File: config.mk
export PLATFORM = sky130hd
export DESIGN_NAME = stopwatch_seven_segment_scan_flat
export DESIGN_NICKNAME = d
export VERILOG_FILES = /design/src/rtl/sws_pkg.sv /design/src/rtl/sws_if.sv /design/src/rtl/sws_disp.sv /design/src/rtl/stopwatch_seven_segment_scan.sv /design/src/flat_wrapper.sv
export SDC_FILE = /design/constraint.sdc
export NUM_CORES = 1
export LEC_CHECK = 0
export BUFFER_PORTS_ARGS = -buffer_cell sky130_fd_sc_hd__buf_2
export CAP_MARGIN = 25
export CORE_ASPECT_RATIO = 2
export CORE_MARGIN = 4
export CORE_UTILIZATION = 25
export CTS_BUF_LIST = sky130_fd_sc_hd__clkbuf_2 sky130_fd_sc_hd__clkbuf_4 sky130_fd_sc_hd__clkbuf_8
export DETAILED_ROUTE_END_ITERATION = 8
export SLEW_MARGIN = 20
export SYNTH_ARGS = -nofsm -noshare
export SYNTH_HDL_FRONTEND = slang
export SYNTH_SLANG_ARGS = --single-unit
File: constraint.sdc
create_clock -name clk -period 9.4 [get_ports clk]
set_clock_uncertainty 0.15 [all_clocks]
set_input_delay 0 -clock clk [delete_from_list [all_inputs] [get_ports clk]]
set_output_delay 0 -clock clk [all_outputs]
set_load 0.005 [all_outputs]
File: src/rtl/sws_pkg.sv
// Shared types, constants and decode helpers for the stopwatch display block.
// No dependencies; compiled first.
`default_nettype none

package sws_pkg;

  localparam int unsigned COUNT_W = 10;

  // Count wraps from MAX_COUNT to zero (kept within 0..999 so three digits suffice).
  localparam logic [COUNT_W-1:0] MAX_COUNT = 10'd999;

  localparam logic [7:0] SEG_DP  = 8'h80;
  localparam logic [6:0] SEG_BAD = 7'h40;

  localparam logic [2:0] EN_NONE = 3'b111;
  localparam logic [2:0] EN_HUND = 3'b110;
  localparam logic [2:0] EN_TENS = 3'b101;
  localparam logic [2:0] EN_ONES = 3'b011;

  typedef enum logic [1:0] {
    KIND_SCAN    = 2'd0,
    KIND_COUNT   = 2'd1,
    KIND_BUTTON  = 2'd2,
    KIND_RESTORE = 2'd3
  } kind_t;

  typedef enum logic [1:0] {
    STAGE_HUND = 2'd0,
    STAGE_TENS = 2'd1,
    STAGE_ONES = 2'd2
  } stage_t;

  typedef struct packed {
    logic [7:0] segments;
    logic [2:0] digit_enable_n;
  } disp_t;

  // Floor of x / 10 for any 10-bit x, by reciprocal multiply (exact below 1029).
  function automatic logic [6:0] div10(input logic [COUNT_W-1:0] x);
    logic [17:0] prod;
    prod = {8'd0, x} * 18'd205;
    return prod[17:11];
  endfunction

  // Floor of x / 100, exact for x up to 999.
  function automatic logic [3:0] div100(input logic [COUNT_W-1:0] x);
    logic [15:0] prod;
    prod = {6'd0, x} * 16'd41;
    return prod[15:12];
  endfunction

  function automatic logic [6:0] seg_decode(input logic [3:0] d);
    logic [6:0] s;
    case (d)
      4'd0: s = 7'h3F;
      4'd1: s = 7'h06;
      4'd2: s = 7'h5B;
      4'd3: s = 7'h4F;
      4'd4: s = 7'h66;
      4'd5: s = 7'h6D;
      4'd6: s = 7'h7D;
      4'd7: s = 7'h07;
      4'd8: s = 7'h7F;
      4'd9: s = 7'h6F;
      default: s = SEG_BAD;
    endcase
    return s;
  endfunction

endpackage

`default_nettype wire

File: src/rtl/sws_if.sv
// Valid/ready channel interfaces for the stopwatch: input items and result items.
// Depends on sws_pkg.
`default_nettype none

interface sws_item_if;
  import sws_pkg::*;
  logic                 valid;
  logic                 ready;
  kind_t                kind;
  logic                 start_level;
  logic                 clear_level;
  logic [COUNT_W-1:0]   restore_value;

  modport source (output valid, kind, start_level, clear_level, restore_value, input ready);
  modport sink   (input valid, kind, start_level, clear_level, restore_value, output ready);
endinterface

interface sws_result_if;
  import sws_pkg::*;
  logic                 valid;
  logic                 ready;
  logic [7:0]           segments;
  logic [2:0]           digit_enable_n;
  logic                 running;
  logic [COUNT_W-1:0]   current_count;
  logic                 save_request;
  logic [COUNT_W-1:0]   save_value;

  modport source (output valid, segments, digit_enable_n, running, current_count,
                  save_request, save_value, input ready);
  modport sink   (input valid, segments, digit_enable_n, running, current_count,
                  save_request, save_value, output ready);
endinterface

`default_nettype wire

File: src/rtl/sws_disp.sv
// Digit split and seven-segment decode for one scan stage of the display.
// Depends on sws_pkg.
`default_nettype none

module sws_disp (
  input  wire logic [sws_pkg::COUNT_W-1:0] count,
  input  wire logic [1:0]                  stage,
  output sws_pkg::disp_t                   disp
);
  import sws_pkg::*;

  logic [6:0]         q10;
  logic [3:0]         hund;
  logic [6:0]         tens_full;
  logic [COUNT_W-1:0] ones_full;
  logic [3:0]         tens;
  logic [3:0]         ones;

  assign q10       = div10(count);
  assign hund      = div100(count);
  assign tens_full = q10 - ({3'd0, hund} * 7'd10);
  assign ones_full = count - ({3'd0, q10} * 10'd10);
  assign tens      = tens_full[3:0];
  assign ones      = ones_full[3:0];

  always_comb begin
    case (stage)
      STAGE_TENS: begin
        disp.segments       = SEG_DP | {1'b0, seg_decode(tens)};
        disp.digit_enable_n = EN_TENS;
      end
      STAGE_ONES: begin
        disp.segments       = {1'b0, seg_decode(ones)};
        disp.digit_enable_n = EN_ONES;
      end
      default: begin
        // out-of-rotation stage shows hundreds like stage 0
        disp.segments       = {1'b0, seg_decode(hund)};
        disp.digit_enable_n = EN_HUND;
      end
    endcase
  end

endmodule

`default_nettype wire

File: src/rtl/stopwatch_seven_segment_scan.sv
// Top level of the stopwatch with multiplexed three-digit display.
// Depends on sws_pkg, sws_if (interfaces) and sws_disp.
//
//   channel  | dir | fields
//   ---------+-----+-----------------------------------------------------------
//   item     | in  | kind, start_level, clear_level, restore_value
//   result   | out | segments, digit_enable_n, running, current_count,
//            |     | save_request, save_value
//
// One item per cycle sustained while results are taken; an item passes through the
// input register, then the result register, with state updated in between, before
// its result is on the output.
// Synchronous active-high reset: count, saved copy, stage and flags to zero.
// A stalled result holds in its register; the input register keeps taking items
// as long as it is empty, or the result register is free or drains in the same cycle.
`default_nettype none

module stopwatch_seven_segment_scan (
  input  wire logic  clk,
  input  wire logic  rst,
  sws_item_if.sink   item,
  sws_result_if.source result
);
  import sws_pkg::*;

  // input register
  logic               in_v;
  kind_t              in_kind;
  logic               in_start;
  logic               in_clear;
  logic [COUNT_W-1:0] in_restore;

  // block state
  logic [COUNT_W-1:0] tick_count, tick_count_next;
  logic [COUNT_W-1:0] saved_count, saved_count_next;
  logic [1:0]         scan_stage, scan_stage_next;
  logic               run_flag, run_flag_next;
  logic               button_held, button_held_next;

  // result register
  logic               res_v;
  disp_t              res_disp;
  logic               res_running;
  logic [COUNT_W-1:0] res_count;
  logic               res_save;
  logic [COUNT_W-1:0] res_save_val;

  logic               advance;
  disp_t              disp;
  disp_t              disp_next;
  logic               save_next;
  logic [COUNT_W-1:0] save_val_next;
  logic [COUNT_W-1:0] cnt_inc;
  logic [6:0]         inc_q10;
  logic [COUNT_W-1:0] inc_rem;
  logic [COUNT_W-1:0] restore_sat;

  assign advance    = in_v && (!res_v || result.ready);
  assign item.ready = !in_v || !res_v || result.ready;

  always_ff @(posedge clk) begin
    if (rst) begin
      in_v <= 1'b0;
    end else if (item.ready) begin
      in_v <= item.valid;
    end
    if (item.valid && item.ready) begin
      in_kind    <= item.kind;
      in_start   <= item.start_level;
      in_clear   <= item.clear_level;
      in_restore <= item.restore_value;
    end
  end

  sws_disp u_disp (
    .count (tick_count),
    .stage (scan_stage),
    .disp  (disp)
  );

  assign cnt_inc     = !run_flag ? tick_count :
                       (tick_count >= MAX_COUNT) ? '0 : tick_count + 10'd1;
  assign inc_q10     = div10(cnt_inc);
  assign inc_rem     = cnt_inc - ({3'd0, inc_q10} * 10'd10);
  assign restore_sat = (in_restore > MAX_COUNT) ? MAX_COUNT : in_restore;

  always_comb begin
    tick_count_next  = tick_count;
    saved_count_next = saved_count;
    scan_stage_next  = scan_stage;
    run_flag_next    = run_flag;
    button_held_next = button_held;
    disp_next        = '{segments: 8'd0, digit_enable_n: EN_NONE};
    save_next        = 1'b0;
    save_val_next    = '0;
    case (in_kind)
      KIND_SCAN: begin
        disp_next = disp;
        case (scan_stage)
          STAGE_TENS: scan_stage_next = STAGE_ONES;
          STAGE_ONES: scan_stage_next = STAGE_HUND;
          default:    scan_stage_next = STAGE_TENS;
        endcase
      end
      KIND_COUNT: begin
        tick_count_next = cnt_inc;
        // save at each multiple of ten not yet persisted
        if (inc_rem == '0 && cnt_inc != saved_count) begin
          save_next        = 1'b1;
          save_val_next    = cnt_inc;
          saved_count_next = cnt_inc;
        end
      end
      KIND_BUTTON: begin
        if (in_start && !button_held) begin
          button_held_next = 1'b1;
          run_flag_next    = !run_flag;
        end else if (!in_start) begin
          button_held_next = 1'b0;
        end
        if (in_clear && tick_count != '0) begin
          tick_count_next  = '0;
          saved_count_next = '0;
          save_next        = 1'b1;
        end
      end
      default: begin
        tick_count_next  = restore_sat;
        saved_count_next = restore_sat;
      end
    endcase
  end

  always_ff @(posedge clk) begin
    if (rst) begin
      tick_count  <= '0;
      saved_count <= '0;
      scan_stage  <= STAGE_HUND;
      run_flag    <= 1'b0;
      button_held <= 1'b0;
      res_v       <= 1'b0;
    end else begin
      if (advance) begin
        tick_count  <= tick_count_next;
        saved_count <= saved_count_next;
        scan_stage  <= scan_stage_next;
        run_flag    <= run_flag_next;
        button_held <= button_held_next;
        res_v       <= 1'b1;
      end else if (result.ready) begin
        res_v <= 1'b0;
      end
    end
    if (advance) begin
      res_disp     <= disp_next;
      res_running  <= run_flag_next;
      res_count    <= tick_count_next;
      res_save     <= save_next;
      res_save_val <= save_val_next;
    end
  end

  assign result.valid          = res_v;
  assign result.segments       = res_disp.segments;
  assign result.digit_enable_n = res_disp.digit_enable_n;
  assign result.running        = res_running;
  assign result.current_count  = res_count;
  assign result.save_request   = res_save;
  assign result.save_value     = res_save_val;

  a_count_range: assert property (@(posedge clk) disable iff (rst)
    tick_count <= MAX_COUNT)
    else $error("count beyond wrap limit");

  a_stage_rot: assert property (@(posedge clk) disable iff (rst)
    scan_stage != 2'd3)
    else $error("scan stage out of rotation");

  a_save_value: assert property (@(posedge clk) disable iff (rst)
    res_v && res_save |-> res_save_val == res_count && res_save_val == saved_count)
    else $error("saved value does not match count");

  a_enable_only_scan: assert property (@(posedge clk) disable iff (rst)
    advance && in_kind != KIND_SCAN |=> res_disp.digit_enable_n == EN_NONE)
    else $error("digit driven on a non-scan item");

endmodule

`default_nettype wire
File: src/flat_wrapper.sv
// flat-port wrapper written by rule: the top's interface ports become plain ports
module stopwatch_seven_segment_scan_flat import sws_pkg::*;
  (clk, rst, item_valid, item_kind, item_start_level, item_clear_level, item_restore_value, item_ready, result_valid, result_segments, result_digit_enable_n, result_running, result_current_count, result_save_request, result_save_value, result_ready);
  sws_item_if item_i ();
  sws_result_if result_i ();
  input  wire logic clk;
  input  wire logic rst;
  input wire logic [$bits(item_i.valid)-1:0] item_valid;
  input wire logic [$bits(item_i.kind)-1:0] item_kind;
  input wire logic [$bits(item_i.start_level)-1:0] item_start_level;
  input wire logic [$bits(item_i.clear_level)-1:0] item_clear_level;
  input wire logic [$bits(item_i.restore_value)-1:0] item_restore_value;
  output wire logic [$bits(item_i.ready)-1:0] item_ready;
  output wire logic [$bits(result_i.valid)-1:0] result_valid;
  output wire logic [$bits(result_i.segments)-1:0] result_segments;
  output wire logic [$bits(result_i.digit_enable_n)-1:0] result_digit_enable_n;
  output wire logic [$bits(result_i.running)-1:0] result_running;
  output wire logic [$bits(result_i.current_count)-1:0] result_current_count;
  output wire logic [$bits(result_i.save_request)-1:0] result_save_request;
  output wire logic [$bits(result_i.save_value)-1:0] result_save_value;
  input wire logic [$bits(result_i.ready)-1:0] result_ready;
  assign item_i.valid = item_valid;
  assign item_i.kind = item_kind;
  assign item_i.start_level = item_start_level;
  assign item_i.clear_level = item_clear_level;
  assign item_i.restore_value = item_restore_value;
  assign item_ready = item_i.ready;
  assign result_valid = result_i.valid;
  assign result_segments = result_i.segments;
  assign result_digit_enable_n = result_i.digit_enable_n;
  assign result_running = result_i.running;
  assign result_current_count = result_i.current_count;
  assign result_save_request = result_i.save_request;
  assign result_save_value = result_i.save_value;
  assign result_i.ready = result_ready;
  stopwatch_seven_segment_scan u_core (.clk(clk), .rst(rst), .item(item_i), .result(result_i));
endmodule
==> metrics list <==
- The flow ran to the end, and the final reports show no timing, DRC or antenna violations.
* Post-synthesis register bit count: 73
* Tightest slew margin relative to the limit: roughly 48%
- Total clock sinks: 73
- For this design the top-level I/O count stands at 53.
- The setup path with the least slack is of type reg -> reg.
- Overall routing resource usage: between 10% and 20%
* Final weighted congestion of routability-driven global placement: roughly 0.9
- The tightest hold path in the finished design has a slack of ~0.20 ns.
* Setup slack of the most critical reg-to-reg path: 0.61 ns
- Adding up every negative setup slack in the final design gives 0 ns.
- Total power for the finished layout comes to ~0.94 mW.
- Final routed wirelength across all metal layers: about 23,000 um
- Power density relative to cell area: approximately 100 nW/um2
- No sink is reached through more buffers than the 2 on the longest clock path.
* Nature of the critical path endpoint: register
- For this run, design rule violations remaining after detail routing come to 0.
- Final Cell Area: 9480 um2
- Setup slack closes at a little over 0.6 ns.
- In the final routed layout, each cell accounts on average for about 16 um.
- Fraction of final layout cells with drive strength greater than 1: 11.0%
- A synthesized cell averages roughly 9.3 um2.
* Die area: between 30,000 and 40,000 um2
* Total overflow reported by the global router: 0
* Clock period minus worst slack: around 8.8 ns
- Number of hold-slack violations in the final timing report: 0
- Highest Clock Rate: about 110 MHz
* Total setup violations reported at the end of the flow: 0
- Data on the critical path is required at its endpoint by around 9.6 ns.
* Unrepaired setup endpoints after global routing: no
- The pre-antenna-repair detailed-routing pass consisted of 5 iterations.
- For met3 alone, demand over resource in global routing was around 1.3%.
- Of the synthesized area, sequential elements account for about a quarter.
- On the critical path, the stage with the largest delay is an instance of o2bb2ai_1.
* Area growth, synth to finish: 15.5%
* Clock Latency Late Sink: 0.36 ns
- Once detailed placement completed, the half-perimeter wirelength came to between 15,000 and 20,000 um.
- In the final design database the tool counted between 1,000 and 1,500 nets.
- Of all flip-flops after synthesis, the portion carrying an async set or reset was 0%.
- After clock tree synthesis, the clock-pin slew on the worst setup and hold paths is 0.09 ns.
- The H-tree was split into 3 levels.
- For the pin with the worst max-slew slack, the measured transition is 0.779 ns.
- The most used flip-flop cell after synthesis is edfxtp_1.
- After the flow finishes, the layout carries non-filler instances totaling 1,395.
- Counting distinct cell types in the post-synthesis netlist gives 69.
- Top Usage Layer GRT: met2
- Row cnt: 93
- Worst slack after detailed placement: 0.191 ns
- Buffers placed on the I/O ports in this run total 52.
- Syn Inst Count: slightly below 900
- Area of the placeable core: between 30,000 and 40,000 um2
- Layout Utilization: 29.3%
- TritonCTS built the clock tree.
- After detailed placement, the design holds a cell count of between 1,000 and 1,500.
- Met2 GRT Util: 26.0%
- The first global-routing pass estimated between 30,000 and 40,000 um of wire.
- Synth Cell Area: approximately 8200 um2
* Critical path peak fanout: 10
* Worst voltage drop across the vdd grid: between 0.07 and 0.08 mV
- Vertical die dimension: about 260 um
* Leakage component of the power: approximately 4.5 nW
* Starting utilization of the core area: approximately a quarter
- The tree is rooted in a clkbuf_8.
- Largest net degree at the start of global routing: 49
- The repair_antennas step left the layout with diodes totalling 0.
- The number of global-route vias before repair is approximately 7,000.
* Final max-slew violation count: 0
* Cell area after placement: around 9000 um2
* Delay of the slowest critical-path stage: roughly 0.6 ns
* Syn nets: between 1,000 and 1,500
- Number of maximum-capacitance constraint violations: 0
* Share of the clock period used by the worst path: around 93%
- Critical path arrival: roughly 9.0 ns
* Startpoint type of the worst setup path: register
- The initial antenna violation count came to 0.
- The path class of the tightest hold or removal check is in -> reg.
* Die outline width: between 100 and 150 um
- The detailed router placed around 6,700 vias in this run.
- Number of DRC violations after detailed-routing iteration 0: 221
- Global routing consumed, on the met1 layer, between 10 and 15% of the routing resources.
- DRT antenna net count: 0
- Number of buffers added by the clock tree synthesis step: 9
- Number of enable-type register cells in the synthesized netlist: 47
- Warning count from the yosys run: 0
* CP most frequent cell: ha_1
- Dividing the detail-routed via count by the number of cells gives around 4.8.
## kinds of logic after synthesis
| kind of cell | count (synthesis) | synth area share, % |
|---|---|---|
| AO/OA/AOI/OAI | 200 | 16.2 |
| XOR/XNOR | 46 | 5.68 |
| adder cells (fa/ha/maj) | 208 | 35.4 |
| buffers and inverters | 144 | 6.69 |
| flip-flops | 73 | 23.5 |
| multiplexers | 8 | 0.990 |
| other | 1 | 0.0457 |
| AND/OR/NAND/NOR | 205 | 11.4 |
## Yosys cell counts, types with 3 or more instances
cell type / number / area, um2
nand4_1: 7 / 43.8
or3_1: 3 / 18.8
a21oi_1: 58 / 290
nand2_1: 75 / 282
inv_1: 122 / 458
o21a_1: 11 / 82.6
o2111ai_1: 3 / 26.3
a21boi_0: 3 / 22.5
a31o_2: 3 / 26.3
nor3_1: 15 / 75.1
a21o_1: 11 / 82.6
nor2_1: 57 / 214
edfxtp_1: 47 / 1410
dfxtp_1: 26 / 521
xor2_1: 11 / 96.3
ha_1: 167 / 2090
o211ai_1: 5 / 37.5
a221oi_1: 5 / 43.8
o21ai_0: 40 / 200
nand2b_1: 7 / 43.8
xnor2_1: 30 / 263
and2_1: 7 / 43.8
xnor3_1: 3 / 67.6
fa_1: 41 / 821
nand3_1: 15 / 75.1
a22oi_1: 5 / 37.5
a211oi_1: 17 / 128
mux2i_1: 7 / 70.1
o211a_1: 3 / 30.0
nor2b_1: 6 / 37.5
clkbuf_1: 19 / 71.3
a31oi_1: 12 / 75.1
## critical path, delay by kind of cell (launching register included)
family          cells  cell delay, ns
compound gates      9            2.79
xor+xnor            2            0.28
fa+ha+maj           9            3.51
buf+inv             4            0.32
flops               1            0.51
simple gates        6            1.14
## power by group
| part | total, mW | switching (mW) | internal, mW |
|---|---|---|---|
| registers | 0.368 | 0.0112 | 0.357 |
| logic | 0.281 | 0.165 | 0.116 |
| clock network | 0.288 | 0.135 | 0.153 |
| total | 0.937 | 0.311 | 0.626 |
## path summary, 6_finish.rpt
kind / from / to / depth (start not counted)
hold / removal: item_restore_value[0] / u_core.in_restore[0] / 2
setup / recovery: u_core.tick_count[4] / u_core.saved_count[2] / 30
setup reg to reg: u_core.tick_count[4] / u_core.saved_count[2] / 30
hold reg to reg: u_core.button_held / u_core.button_held / 2
## sequential cells by signal, indices dropped and copies added (netlist names)
| name | cells |
|---|---|
| u_core.tick_count | 10 |
| u_core.scan_stage | 2 |
| u_core.result.save_value | 10 |
| u_core.in_restore | 10 |
| u_core.result.running | 1 |
| u_core.result.digit_enable_n | 3 |
| u_core.button_held | 1 |
| u_core.in_v | 1 |
| u_core.in_start | 1 |
| u_core.in_kind | 2 |
| u_core.result.segments | 8 |
| u_core.result.valid | 1 |
| u_core.result.current_count | 10 |
| u_core.result.save_request | 1 |
| u_core.run_flag | 1 |
| u_core.saved_count | 10 |
| u_core.in_clear | 1 |
## metal layers
metal | part of all wire (%) | wire length, um
met1 | 34 | 7670
met2 | 57 | 13000
met5 | 0 | 0
met3 | 3.3 | 740
met4 | 6.2 | 1400
## what timing repair did
item / 4_1_cts / 5_1_grt
gates resized for setup: 0 / 3
hold buffers: 20 / 0
hold endpoints to repair: 27 / 0
buffers inserted: 0 / 4
endpoints found under the setup margin: 0 / 20
## final cells by class
class / count / area [um2]
tap: 427 / 534
inverter: 122 / 458
sequential: 73 / 1930
clock buffer: 10 / 131
clock inverter: 6 / 91.3
multi-input combinational: 668 / 5740
fill: 3464 / 22900
timing repair buffer: 89 / 601
## cells in the final DEF (no fill, tap or decap), types with 6 or more instances in the layout
cell type / Yosys / layout
nor2b_1: 6 / 6
inv_1: 122 / 121
mux2i_1: 7 / 7
nand4_1: 7 / 7
a21o_1: 11 / 11
nor2_1: 57 / 57
dfxtp_1: 26 / 25
clkbuf_8: 0 / 9
buf_2: 1 / 52
dlygate4sd3_1: 0 / 20
nor3_1: 15 / 15
edfxtp_1: 47 / 47
xor2_1: 11 / 11
nand2_1: 75 / 75
buf_4: 0 / 16
o21ai_0: 40 / 40
a211oi_1: 17 / 17
fa_1: 41 / 41
a31oi_1: 12 / 12
xnor2_1: 30 / 30
o21a_1: 11 / 11
nand3_1: 15 / 15
and2_1: 7 / 7
ha_1: 167 / 165
nand2b_1: 7 / 7
a21oi_1: 58 / 58
Note: power is estimated with default switching activity, not from simulation.
